==> config.mk <==
export PLATFORM = sky130hd
export DESIGN_NAME = reader_frame_builder_xor_lrc_top
export DESIGN_NICKNAME = d
export VERILOG_FILES = /design/src/rfb_pkg.sv /design/src/rfb_front.sv /design/src/rfb_queue.sv /design/src/rfb_back.sv /design/src/reader_frame_builder_xor_lrc_top.sv
export SDC_FILE = /design/constraint.sdc
export NUM_CORES = 1
export LEC_CHECK = 0
export ABC_AREA = 0
export BUFFER_PORTS_ARGS = -buffer_cell sky130_fd_sc_hd__buf_2
export CAP_MARGIN = 20
export CELL_PAD_IN_SITES_DETAIL_PLACEMENT = 0
export CELL_PAD_IN_SITES_GLOBAL_PLACEMENT = 1
export CORE_ASPECT_RATIO = 1.5
export CORE_MARGIN = 2
export CORE_UTILIZATION = 54
export DETAILED_ROUTE_END_ITERATION = 6
export HOLD_SLACK_MARGIN = 0.08
export PLACE_DENSITY = 0.9
export SKIP_CTS_REPAIR_TIMING = 1
export SLEW_MARGIN = 20
export SYNTH_ARGS = -nofsm -noshare
export SYNTH_HDL_FRONTEND = slang
export SYNTH_SLANG_ARGS = --single-unit
==> constraint.sdc <==
create_clock -name clk -period 4.3 [get_ports clk]
set_input_delay 0.645 -clock clk [delete_from_list [all_inputs] [get_ports clk]]
set_output_delay 0.645 -clock clk [all_outputs]
set_load 0.005 [all_outputs]
==> src/rfb_pkg.sv <==
// shared types and codes for the reader frame builder
// no dependencies

package rfb_pkg;

    localparam int QueueDepth = 4;
    localparam int QueuePtrW  = $clog2(QueueDepth);

    // configuration register indexes
    localparam logic CfgAckByte    = 1'b0;
    localparam logic CfgMaxPayload = 1'b1;

    localparam logic [7:0]  AckByteReset    = 8'd96;
    localparam logic [15:0] MaxPayloadReset = 16'd506;

    typedef enum logic {
        ACTION_START   = 1'b0,
        ACTION_PAYLOAD = 1'b1
    } action_t;

    typedef enum logic [1:0] {
        STATUS_OK       = 2'd0,
        STATUS_TOO_LONG = 2'd1,
        STATUS_NO_FRAME = 2'd2
    } status_t;

    // what the back end has to do for one accepted item
    typedef enum logic [1:0] {
        KIND_START    = 2'd0,
        KIND_DATA     = 2'd1,
        KIND_TOO_LONG = 2'd2,
        KIND_NO_FRAME = 2'd3
    } kind_t;

    typedef struct packed {
        kind_t       kind;
        logic [7:0]  ack;
        logic [15:0] length;
        logic [7:0]  value;   // command on a start, data byte on payload
        logic        fin;     // lrc byte follows this record
    } rec_t;

    typedef enum logic [2:0] {
        ST_FIRST,
        ST_LEN_HI,
        ST_LEN_LO,
        ST_CMD,
        ST_LRC
    } step_t;

endpackage

==> src/rfb_front.sv <==
// front end: accepts input items, tracks the open frame, classifies items
// depends on rfb_pkg

module rfb_front
    import rfb_pkg::*;
(
    input  logic        clk,
    input  logic        rst_n,
    input  logic        s_tvalid,
    output logic        s_tready,
    input  logic [31:0] s_tdata,   // command[7:0], length[23:8], data_byte[31:24]
    input  logic        s_tuser,   // action
    input  logic [7:0]  ack_byte,
    input  logic [15:0] max_payload,
    output logic        q_push,
    output rec_t        q_rec,
    input  logic        q_full
);

    logic        frame_open_reg, frame_open_next;
    logic [15:0] bytes_left_reg, bytes_left_next;
    logic [7:0]  command;
    logic [15:0] length;
    logic [7:0]  data_byte;

    assign command   = s_tdata[7:0];
    assign length    = s_tdata[23:8];
    assign data_byte = s_tdata[31:24];

    assign s_tready = !q_full;
    assign q_push   = s_tvalid && s_tready;

    always_comb
    begin
        frame_open_next = frame_open_reg;
        bytes_left_next = bytes_left_reg;
        q_rec.kind      = KIND_START;
        q_rec.ack       = ack_byte;
        q_rec.length    = length;
        q_rec.value     = command;
        q_rec.fin       = (length == 16'd0);
        if (action_t'(s_tuser) == ACTION_START)
        begin
            if (length > max_payload)
            begin
                q_rec.kind      = KIND_TOO_LONG;
                frame_open_next = 1'b0;
                bytes_left_next = 16'd0;
            end
            else
            begin
                frame_open_next = (length != 16'd0);
                bytes_left_next = length;
            end
        end
        else
        begin
            q_rec.value = data_byte;
            q_rec.fin   = (bytes_left_reg == 16'd1);
            if (!frame_open_reg)
            begin
                q_rec.kind = KIND_NO_FRAME;
            end
            else
            begin
                q_rec.kind      = KIND_DATA;
                bytes_left_next = bytes_left_reg - 16'd1;
                frame_open_next = (bytes_left_reg != 16'd1);
            end
        end
    end

    always_ff @(posedge clk or negedge rst_n)
    begin
        if (!rst_n)
        begin
            frame_open_reg <= 1'b0;
            bytes_left_reg <= 16'd0;
        end
        else if (q_push)
        begin
            frame_open_reg <= frame_open_next;
            bytes_left_reg <= bytes_left_next;
        end
    end

    // an open frame always still expects at least one byte
    assert property (@(posedge clk) disable iff (!rst_n)
        frame_open_reg |-> (bytes_left_reg != 16'd0))
        else $error("frame open with no bytes left");

endmodule

==> src/rfb_queue.sv <==
// short record queue between front and back end
// depends on rfb_pkg

module rfb_queue
    import rfb_pkg::*;
(
    input  logic clk,
    input  logic rst_n,
    input  logic push,
    input  rec_t push_rec,
    output logic full,
    input  logic pop,
    output logic valid,
    output rec_t head
);

    rec_t                 mem_reg [QueueDepth];
    logic [QueuePtrW-1:0] wr_ptr_reg, rd_ptr_reg;
    logic [QueuePtrW:0]   count_reg, count_next;

    assign full  = (count_reg == (QueuePtrW+1)'(QueueDepth));
    assign valid = (count_reg != '0);
    assign head  = mem_reg[rd_ptr_reg];

    always_comb
    begin
        count_next = count_reg;
        if (push && !(pop && valid))
            count_next = count_reg + 1'b1;
        else if (!push && pop && valid)
            count_next = count_reg - 1'b1;
    end

    always_ff @(posedge clk)
    begin
        if (push)
            mem_reg[wr_ptr_reg] <= push_rec;
    end

    always_ff @(posedge clk or negedge rst_n)
    begin
        if (!rst_n)
        begin
            wr_ptr_reg <= '0;
            rd_ptr_reg <= '0;
            count_reg  <= '0;
        end
        else
        begin
            if (push)
                wr_ptr_reg <= wr_ptr_reg + 1'b1;
            if (pop && valid)
                rd_ptr_reg <= rd_ptr_reg + 1'b1;
            count_reg <= count_next;
        end
    end

    assert property (@(posedge clk) disable iff (!rst_n)
        count_reg <= (QueuePtrW+1)'(QueueDepth))
        else $error("queue count beyond depth");

endmodule

==> src/rfb_back.sv <==
// back end: walks each record through its result bytes, keeps the lrc
// depends on rfb_pkg

module rfb_back
    import rfb_pkg::*;
(
    input  logic       clk,
    input  logic       rst_n,
    input  logic       q_valid,
    input  rec_t       q_head,
    output logic       q_pop,
    output logic       m_tvalid,
    input  logic       m_tready,
    output logic [7:0] m_tdata,   // out_byte
    output logic       m_tlast,
    output logic [2:0] m_tuser    // frame_end[0], status[2:1]
);

    step_t      state_reg, state_next;
    logic [7:0] lrc_reg, lrc_next;
    logic       out_valid_reg;
    logic [7:0] out_byte_reg;
    logic       out_last_reg;
    logic       out_end_reg;
    status_t    out_status_reg;

    logic       adv;
    logic       pop_step;
    logic [7:0] emit_byte;
    logic       emit_last;
    logic       emit_end;
    status_t    emit_status;

    assign adv   = q_valid && (!out_valid_reg || m_tready);
    assign q_pop = adv && pop_step;

    // next step of the sequence
    always_comb
    begin
        state_next = state_reg;
        if (adv)
        begin
            case (state_reg)
                ST_FIRST:
                begin
                    if (q_head.kind == KIND_START)
                        state_next = ST_LEN_HI;
                    else if (q_head.kind == KIND_DATA && q_head.fin)
                        state_next = ST_LRC;
                    else
                        state_next = ST_FIRST;
                end
                ST_LEN_HI: state_next = ST_LEN_LO;
                ST_LEN_LO: state_next = ST_CMD;
                ST_CMD:    state_next = q_head.fin ? ST_LRC : ST_FIRST;
                ST_LRC:    state_next = ST_FIRST;
                default:   state_next = ST_FIRST;
            endcase
        end
    end

    // result of the current step
    always_comb
    begin
        emit_byte   = 8'd0;
        emit_last   = 1'b0;
        emit_end    = 1'b0;
        emit_status = STATUS_OK;
        pop_step    = 1'b0;
        lrc_next    = lrc_reg;
        case (state_reg)
            ST_FIRST:
            begin
                case (q_head.kind)
                    KIND_START:
                    begin
                        emit_byte = q_head.ack;
                        lrc_next  = q_head.ack;
                    end
                    KIND_DATA:
                    begin
                        emit_byte = q_head.value;
                        lrc_next  = lrc_reg ^ q_head.value;
                        emit_last = !q_head.fin;
                        pop_step  = !q_head.fin;
                    end
                    KIND_TOO_LONG:
                    begin
                        emit_status = STATUS_TOO_LONG;
                        emit_last   = 1'b1;
                        pop_step    = 1'b1;
                    end
                    default:
                    begin
                        emit_status = STATUS_NO_FRAME;
                        emit_last   = 1'b1;
                        pop_step    = 1'b1;
                    end
                endcase
            end
            ST_LEN_HI:
            begin
                emit_byte = q_head.length[15:8];
                lrc_next  = lrc_reg ^ q_head.length[15:8];
            end
            ST_LEN_LO:
            begin
                emit_byte = q_head.length[7:0];
                lrc_next  = lrc_reg ^ q_head.length[7:0];
            end
            ST_CMD:
            begin
                emit_byte = q_head.value;
                lrc_next  = lrc_reg ^ q_head.value;
                emit_last = !q_head.fin;
                pop_step  = !q_head.fin;
            end
            ST_LRC:
            begin
                emit_byte = lrc_reg;
                emit_last = 1'b1;
                emit_end  = 1'b1;
                pop_step  = 1'b1;
                lrc_next  = 8'd0;
            end
            default:
            begin
                pop_step = 1'b0;
            end
        endcase
    end

    always_ff @(posedge clk or negedge rst_n)
    begin
        if (!rst_n)
        begin
            state_reg     <= ST_FIRST;
            lrc_reg       <= 8'd0;
            out_valid_reg <= 1'b0;
        end
        else
        begin
            state_reg <= state_next;
            if (adv)
            begin
                lrc_reg       <= lrc_next;
                out_valid_reg <= 1'b1;
            end
            else if (m_tready)
            begin
                out_valid_reg <= 1'b0;
            end
        end
    end

    always_ff @(posedge clk)
    begin
        if (adv)
        begin
            out_byte_reg   <= emit_byte;
            out_last_reg   <= emit_last;
            out_end_reg    <= emit_end;
            out_status_reg <= emit_status;
        end
    end

    assign m_tvalid = out_valid_reg;
    assign m_tdata  = out_byte_reg;
    assign m_tlast  = out_last_reg;
    assign m_tuser  = {out_status_reg, out_end_reg};

    // mid-sequence the record must still sit at the queue head
    assert property (@(posedge clk) disable iff (!rst_n)
        (state_reg != ST_FIRST) |-> q_valid)
        else $error("sequence running without a record");

    // the lrc byte always closes the burst
    assert property (@(posedge clk) disable iff (!rst_n)
        (out_valid_reg && out_end_reg) |-> (out_last_reg && out_status_reg == STATUS_OK))
        else $error("lrc byte not marked last");

    // error results carry a zero byte and end the burst
    assert property (@(posedge clk) disable iff (!rst_n)
        (out_valid_reg && out_status_reg != STATUS_OK)
            |-> (out_last_reg && out_byte_reg == 8'd0 && !out_end_reg))
        else $error("malformed error result");

    // a record is only dropped when its final result goes out
    assert property (@(posedge clk) disable iff (!rst_n)
        q_pop |=> (out_valid_reg && out_last_reg))
        else $error("record popped without a last result");

endmodule

==> src/reader_frame_builder_xor_lrc_top.sv <==
// top level of the reader frame builder with xor lrc
// depends on rfb_pkg, rfb_front, rfb_queue, rfb_back
//
// usage:
//   s_* channel takes one item per accepted beat. s_tuser is the action:
//   0 starts a frame (command and length used), 1 is a payload byte.
//   m_* channel gives the frame bytes. m_tlast marks the final byte caused
//   by one input item, m_tuser[0] marks the closing lrc byte and
//   m_tuser[2:1] is the status (ok, length too long, byte outside frame).
//   cfg_* writes ack_byte (index 0, low 8 bits of cfg_data) or
//   max_payload (index 1); cfg_ready is always high. write only when idle.
// timing:
//   an item's first result passes the record queue and the output register
//   before it shows on m_*. while m_tready is high the back end sends one
//   byte per cycle, so a payload item gives one byte (two with the lrc
//   byte), a start four or five bytes, an error one. the four-deep record
//   queue lets the front keep accepting items while a header burst drains.
// reset and stall:
//   reset closes any frame, clears the lrc and queue, and loads ack_byte
//   96 and max_payload 506. when m_tready is low the output register holds
//   its byte, the queue fills, and s_tready drops once it is full.

module reader_frame_builder_xor_lrc_top
    import rfb_pkg::*;
(
    input  logic        clk,
    input  logic        rst_n,
    // input items
    input  logic        s_tvalid,
    output logic        s_tready,
    input  logic [31:0] s_tdata,   // command[7:0], length[23:8], data_byte[31:24]
    input  logic        s_tuser,   // action
    // frame bytes
    output logic        m_tvalid,
    input  logic        m_tready,
    output logic [7:0]  m_tdata,   // out_byte
    output logic        m_tlast,   // last
    output logic [2:0]  m_tuser,   // frame_end[0], status[2:1]
    // configuration writes
    input  logic        cfg_valid,
    output logic        cfg_ready,
    input  logic        cfg_index,
    input  logic [15:0] cfg_data
);

    logic [7:0]  ack_byte_reg;
    logic [15:0] max_payload_reg;

    logic q_push, q_full, q_pop, q_valid;
    rec_t q_push_rec, q_head;

    // configuration registers, always ready
    assign cfg_ready = 1'b1;

    always_ff @(posedge clk or negedge rst_n)
    begin
        if (!rst_n)
        begin
            ack_byte_reg    <= AckByteReset;
            max_payload_reg <= MaxPayloadReset;
        end
        else if (cfg_valid && cfg_ready)
        begin
            if (cfg_index == CfgAckByte)
                ack_byte_reg <= cfg_data[7:0];
            else if (cfg_index == CfgMaxPayload)
                max_payload_reg <= cfg_data;
        end
    end

    // front end: classify items and track frame state
    rfb_front u_front (
        .clk         (clk),
        .rst_n       (rst_n),
        .s_tvalid    (s_tvalid),
        .s_tready    (s_tready),
        .s_tdata     (s_tdata),
        .s_tuser     (s_tuser),
        .ack_byte    (ack_byte_reg),
        .max_payload (max_payload_reg),
        .q_push      (q_push),
        .q_rec       (q_push_rec),
        .q_full      (q_full)
    );

    // record queue decoupling the two sides
    rfb_queue u_queue (
        .clk      (clk),
        .rst_n    (rst_n),
        .push     (q_push),
        .push_rec (q_push_rec),
        .full     (q_full),
        .pop      (q_pop),
        .valid    (q_valid),
        .head     (q_head)
    );

    // back end: byte sequencer, lrc and output register
    rfb_back u_back (
        .clk      (clk),
        .rst_n    (rst_n),
        .q_valid  (q_valid),
        .q_head   (q_head),
        .q_pop    (q_pop),
        .m_tvalid (m_tvalid),
        .m_tready (m_tready),
        .m_tdata  (m_tdata),
        .m_tlast  (m_tlast),
        .m_tuser  (m_tuser)
    );

endmodule
==> results of run 1 <==
==> per-layer routing <==
metal  global-route usage (%)  vias to the layer above  routed length, um
met5                        0                        -                  0
met4                     10.3                        0                821
met3                     3.13                       52               1250
met2                     40.2                      230              11400
met1                     29.3                     3152               8370
li1                         -                     2917                  -
==> cells in the mapped netlist, types with 5 or more instances <==
master / number
inv_1: 26
nor2_1: 10
o21ai_0: 41
mux2i_1: 41
buf_1: 9
nand2b_1: 5
dfstp_2: 9
or3_1: 5
o211ai_1: 16
mux2_2: 35
a21oi_1: 30
a221oi_1: 8
dfrtp_1: 51
and3_1: 6
nor4_1: 10
ha_1: 22
nor2b_1: 14
buf_2: 10
a2bb2oi_1: 9
nor3b_1: 11
mux4_2: 19
a21o_1: 8
nor3_1: 16
o21a_1: 10
clkbuf_1: 21
o22ai_1: 10
nand2_1: 43
edfxtp_1: 152
a22oi_1: 13
==> final cells by class <==
| type | instances | area, um2 | area share, % |
|---|---|---|---|
| sequential | 212 | 6080 | 54.8 |
| timing repair buffer | 76 | 403 | 3.63 |
| clock buffer | 26 | 574 | 5.17 |
| clock inverter | 12 | 129 | 1.16 |
| inverter | 26 | 97.6 | 0.879 |
| multi-input combinational | 444 | 3550 | 31.9 |
| tap | 217 | 272 | 2.45 |
==> metrics by stage <==
stage,utilization (%),hold slack [ps]
after detailed placement,57.9,495
after floorplan,-,349
final,61.9,375
after CTS,61.8,47.3
after global routing,61.9,367
after global placement,57.9,489
==> power breakdown <==
group	total [mW]	internal, mW	switching (mW)
clock	1.84	1.08	0.763
sequential	3.26	2.82	0.444
combinational	2.53	1.11	1.42
total	7.64	5.01	2.63
==> critical path: cells and delay by family, from the launching register on <==
kind	cells	cell delay, ps
flops	1	1010
mux	2	970
xor+xnor	1	120
compound gates	2	510
fa+ha+maj	1	420
==> worst min path at each step <==
stage                                    startpoint                                to  slack, ps  cells past startpoint
floorplan                                     rst_n       ack_byte_reg[0]$_DFFE_PN0P_        350                      0
global placement        ack_byte_reg[7]$_DFFE_PN0P_  u_queue.mem_reg[2][32]$_DFFE_PP_        490                      0
detailed placement  max_payload_reg[11]$_DFFE_PN0P_   max_payload_reg[11]$_DFFE_PN0P_        500                      1
CTS                                           rst_n     u_back.lrc_reg[5]$_DFFE_PN0P_         50                      1
global route                           cfg_data[13]   max_payload_reg[13]$_DFFE_PN0P_        370                      2
finish                                  cfg_data[9]    max_payload_reg[9]$_DFFE_PN0P_        370                      2
==> cell families after synthesis <==
family	count (synthesis)	synth area share, %
xor gates and xnor gates	5	0.442
adders and majority gates	23	2.98
and+or+nand+nor	149	8.42
other	1	0.0379
buffers and inverters	68	2.78
muxes	95	12.5
DFF	212	61.4
AOI/OAI and AO/OA	171	11.5
==> flow_summary.json, run 1 <==
{
  "status": "finished, final reports clean",
  "cts_tree": "built",
  "fmax_ghz": 0.316,
  "fin_ws_ps": 1140,
  "route.detailed.drc": 0,
  "cp_data_required_time_ps": 4680,
  "finalCritPeriodShare_pct": 73.5,
  "critPathCapture": "u_queue.count_reg[2]$_DFFE_PN0P_",
  "worst-path-max-fanout": 33,
  "pre_cts_ws_ps": 1120,
  "finalHoldViolCount": 0,
  "cts-buffers-inserted": 21,
  "dp.cells": 974,
  "dpl-instance-area_um2": 10400,
  "clockBufferDepth": 3,
  "track_usage_pct": 23.3,
  "io_buffers": 68,
  "tightest_slew_ps": 993,
  "yosys_warnings": 0,
  "slew_violations": 0,
  "die_area_um2": 19500,
  "vias": 6351,
  "critical_path_class": "reg2reg",
  "syn_area_per_cell_um2": 13.7,
  "synth_top_area_share_pct": 46.1,
  "rsz0062_at_grt": "no",
  "drtPass1Iterations": 5,
  "finClkSkew_ps": 8.70,
  "cp_slowest_cell": "dfrtp_2",
  "synthToLayoutAreaGrowth_pct": 12.1,
  "reg2regPathDepth": 6,
  "cp.arrival_ps": 3540,
  "ios": 70,
  "fin_nets": 859,
  "grt_pass1_wl_um": 34800,
  "finalSetupViolCount": 0,
  "grt_max_degree": 49,
  "drv_cap": 0,
  "yosysSeqAreaShare_pct": 61.4,
  "fin_crit_ps": 3160,
  "slew-limit-headroom_pct": 33.8,
  "htreeDepth": 1,
  "reg2reg_from": "u_queue.rd_ptr_reg[0]$_DFFE_PN0P_",
  "fin_area_um2": 11100,
  "p_total_mw": 7.64,
  "crit_start": "u_queue.rd_ptr_reg[0]$_DFFE_PN0P_",
  "layout.cells.most_common": "edfxtp_1",
  "start_util_pct": 55.2,
  "critPathMaxStageDelay_ps": 1010,
  "fill_cells": 1293,
  "pwr_density_cell_nw_per_um2": 688,
  "clock_sinks": 212,
  "synth_ff_type": "edfxtp_1",
  "synth_nets": 802,
  "insertedDiodeCount": 0,
  "tns_ps": 0,
  "ir_worst_vdd_mv": 0.391,
  "synth_seq_cells": 212,
  "root_buffer": "clkbuf_16",
  "row_count": 60,
  "grt_pass1_vias": 6462,
  "ys_types": 63,
  "vias_per_cell": 6.27,
  "critPathCaptureType": "register",
  "timing.rr.end": "u_queue.count_reg[2]$_DFFE_PN0P_",
  "core_um2": 17900,
  "die_w_um": 115,
  "async_flop_share_pct": 28.3,
  "synth_top_cell_by_area": "edfxtp_1",
  "die_height_um": 170,
  "ant_nets": 0,
  "clkLatencyLatePin_ps": 500,
  "grt_overflow_total": 0,
  "post_drt_wl_per_cell_um": 21.5,
  "antenna_found_initial": 0,
  "hold_path.class": "in2reg",
  "r2r_slack_ps": 1140,
  "path_clk_slew_ps": 60,
  "final_cells": 1013,
  "startpoint_type": "register",
  "routabilityCongestion": 0.844,
  "wl_um": 21800,
  "synth_enable_flop_cells": 152,
  "path_cells": "mux4_2 > a22oi_1 > o211ai_1 > fa_1 > mux2_2 > xnor2_1",
  "largest_reg_flops": 140,
  "post-dp-hpwl_um": 14700,
  "netlist_instances": 724,
  "drtIter0Drc": 478,
  "syn_area_um2": 9900,
  "layout-drive-gt1-share_pct": 23.7,
  "ys_top_cells_by_area": "edfxtp_1 46%, dfrtp_1 13%, mux4_2 4.3%, mux2i_1 4.1%, mux2_2 4.0%",
  "layout_common_cells": "152 x edfxtp_1, 68 x buf_2, 49 x dfrtp_1",
  "power_leakage_nw": 4.17
}
Power figures use the tool's default switching activity.
==> run 2: changes to the inputs <==
Settings changed: ABC_AREA 0 to 1, CORE_UTILIZATION 54 to 48, PLACE_DENSITY 0.9 to 0.85.
Clock period 4.3 ns to 3.21 ns, I/O delays scaled along.
==> flow_summary.json, run 2 <==
{
  "fin_nets": 1165,
  "yosysSeqAreaShare_pct": 60.6,
  "fmax_ghz": 0.387,
  "fin_util_pct": 55.4,
  "tns_ps": 0,
  "p_total_mw": 10.7,
  "power_leakage_nw": 4.77,
  "finalSetupViolCount": 0,
  "synth_nets": 1097,
  "die_area_um2": 22100,
  "cpMostUsedCell": "nand2_1",
  "synth_top_cell_by_area": "edfxtp_1",
  "synth_simple_gate_area_share_pct": 20.2,
  "drv_cap": 0,
  "ant_nets": 0,
  "cp.arrival_ps": 2830,
  "row_count": 64,
  "clkLatencyLatePin_ps": 490,
  "synthToLayoutAreaGrowth_pct": 12.8,
  "pwr_density_cell_nw_per_um2": 943,
  "path_delay_family": "simple AND/OR/NAND/NOR gates",
  "syn_area_um2": 10000,
  "path_clk_slew_ps": 70,
  "yosys_warnings": 0,
  "ys_types": 43,
  "core_um2": 20400,
  "ir_worst_vdd_mv": 0.409,
  "grt_max_degree": 72,
  "cp_slowest_cell": "o21ai_0",
  "critPathMaxStageDelay_ps": 560,
  "hold_path.class": "in2reg",
  "critical_path_class": "reg2reg",
  "dp.cells": 1327,
  "routabilityCongestion": 0.908,
  "critPathCaptureType": "register",
  "worst-path-max-fanout": 18,
  "vias": 7240,
  "synth_ff_type": "edfxtp_1",
  "synth_seq_cells": 212,
  "dpl-instance-area_um2": 10600,
  "antenna_found_initial": 0,
  "async_flop_share_pct": 28.3,
  "track_usage_pct": 22.0,
  "synth_compound_area_share_pct": 9.47,
  "insertedDiodeCount": 0,
  "synth_most_common_cell": "nand2_1",
  "layout.cells.most_common": "nand2_1",
  "cp_data_required_time_ps": 3450,
  "muxShareOfSynthArea_pct": 0,
  "fin_area_um2": 11300,
  "vias_per_cell": 5.30,
  "finalCritPeriodShare_pct": 80.6,
  "cts_tree": "built",
  "grt_pass1_wl_um": 37300,
  "die_w_um": 122,
  "path_cells": "inv_1 > ha_1 > inv_1 > o21bai_1 > nand2_1 > nand2_1 > nand2_1 > nand2_1 > nand2_1 > nand2_1 > nand2_1 > o21ai_0",
  "slew_violations": 0,
  "synth_common_cells": "243 x nand2_1, 152 x edfxtp_1, 107 x nor2_1, 100 x nand3_1, 75 x inv_1",
  "finClkSkew_ps": 8.83,
  "slew-limit-headroom_pct": 39.9,
  "largest_reg_flops": 140,
  "die_height_um": 181,
  "clockBufferDepth": 3,
  "ios": 70,
  "synth_top_area_share_pct": 45.5,
  "rsz0062_at_grt": "no",
  "grt_overflow_total": 0,
  "io_buffers": 68,
  "htreeDepth": 1,
  "clock_sinks": 212,
  "wl_um": 23500,
  "ys_top_cells_by_area": "edfxtp_1 45%, dfrtp_1 13%, nand2_1 9.1%, nand3_1 5.0%, nor2_1 4.0%",
  "drtIter0Drc": 559,
  "netlist_instances": 1019,
  "post_drt_wl_per_cell_um": 17.2,
  "finalHoldViolCount": 0,
  "synth_enable_flop_cells": 152,
  "status": "finished, final reports clean",
  "synthAdderAreaFrac_pct": 2.94,
  "syn_area_per_cell_um2": 9.85,
  "cts-buffers-inserted": 21,
  "post-dp-hpwl_um": 16000,
  "worst-path-buf-inv": 2,
  "final_cells": 1365,
  "tightest_slew_ps": 899,
  "layout_common_cells": "243 x nand2_1, 152 x edfxtp_1, 103 x nor2_1",
  "fin_crit_ps": 2590,
  "start_util_pct": 49.1,
  "layout-drive-gt1-share_pct": 14.8,
  "startpoint_type": "register",
  "root_buffer": "clkbuf_16",
  "drtPass1Iterations": 5,
  "grt_pass1_vias": 7055,
  "synth-xor-area-share_pct": 1.31,
  "synth_top_family_by_area": "simple AND/OR/NAND/NOR gates",
  "route.detailed.drc": 0
}
## run 2: report_power, final
group	internal (mW)	total, mW	switching, mW
logic	1.34	4.28	2.93
registers	3.78	4.09	0.301
clock network	1.31	2.32	1.01
total	6.43	10.7	4.25
## run 2: metrics by stage
| stage | hold WS [ps] | setup slack [ps] |
|---|---|---|
| CTS | 203 | 635 |
| global route | 245 | 435 |
| detailed placement | 487 | 587 |
| global placement | 470 | 648 |
| floorplan | 186 | 552 |
| finish | 230 | 624 |
## run 2: area by class of cell
class | instances | area [um2]
timing repair buffer | 85 | 485
inverter | 87 | 329
fill | 1803 | 9100
multi-input combinational | 680 | 3440
sequential | 212 | 6080
clock buffer | 26 | 586
clock inverter | 11 | 72.6
tap | 264 | 330
## run 2: per-layer routing
layer	routed length (um)	GRT usage, %	vias up
met5	0	0	-
met2	12500	39.8	194
met1	9280	26.9	3417
met3	1020	2.34	45
li1	-	-	3584
met4	754	7.68	0
## run 2: worst register-to-register path, delay by kind of cell, from the launching register on
family	cells	cell delay, ps
simple gates	7	710
compound gates	2	690
flops	1	530
fa+ha+maj	1	290
buf+inv	2	100
## run 2: cells by family after synthesis
logic type / after synthesis
flops: 212
compound gates: 160
fa+ha+maj: 23
other cells: 1
buf+inv: 127
xor+xnor: 15
simple gates: 481
## run 2: path summary, 6_finish.rpt
path | slack [ps] | endpoint | start | cells after the start
hold / removal | 230 | ack_byte_reg[5]$_DFFE_PN1P_ | cfg_data[5] | 3
setup reg to reg | 620 | u_queue.mem_reg[2][34]$_DFFE_PP_ | max_payload_reg[1]$_DFFE_PN1P_ | 12
hold reg to reg | 490 | max_payload_reg[7]$_DFFE_PN1P_ | max_payload_reg[7]$_DFFE_PN1P_ | 2
min in group asynchronous | 530 | max_payload_reg[9]$_DFFE_PN0P_ | rst_n | 2
setup / recovery | 620 | u_queue.mem_reg[2][34]$_DFFE_PP_ | max_payload_reg[1]$_DFFE_PN1P_ | 12
max in group asynchronous | 2060 | u_queue.rd_ptr_reg[0]$_DFFE_PN0P_ | rst_n | 3
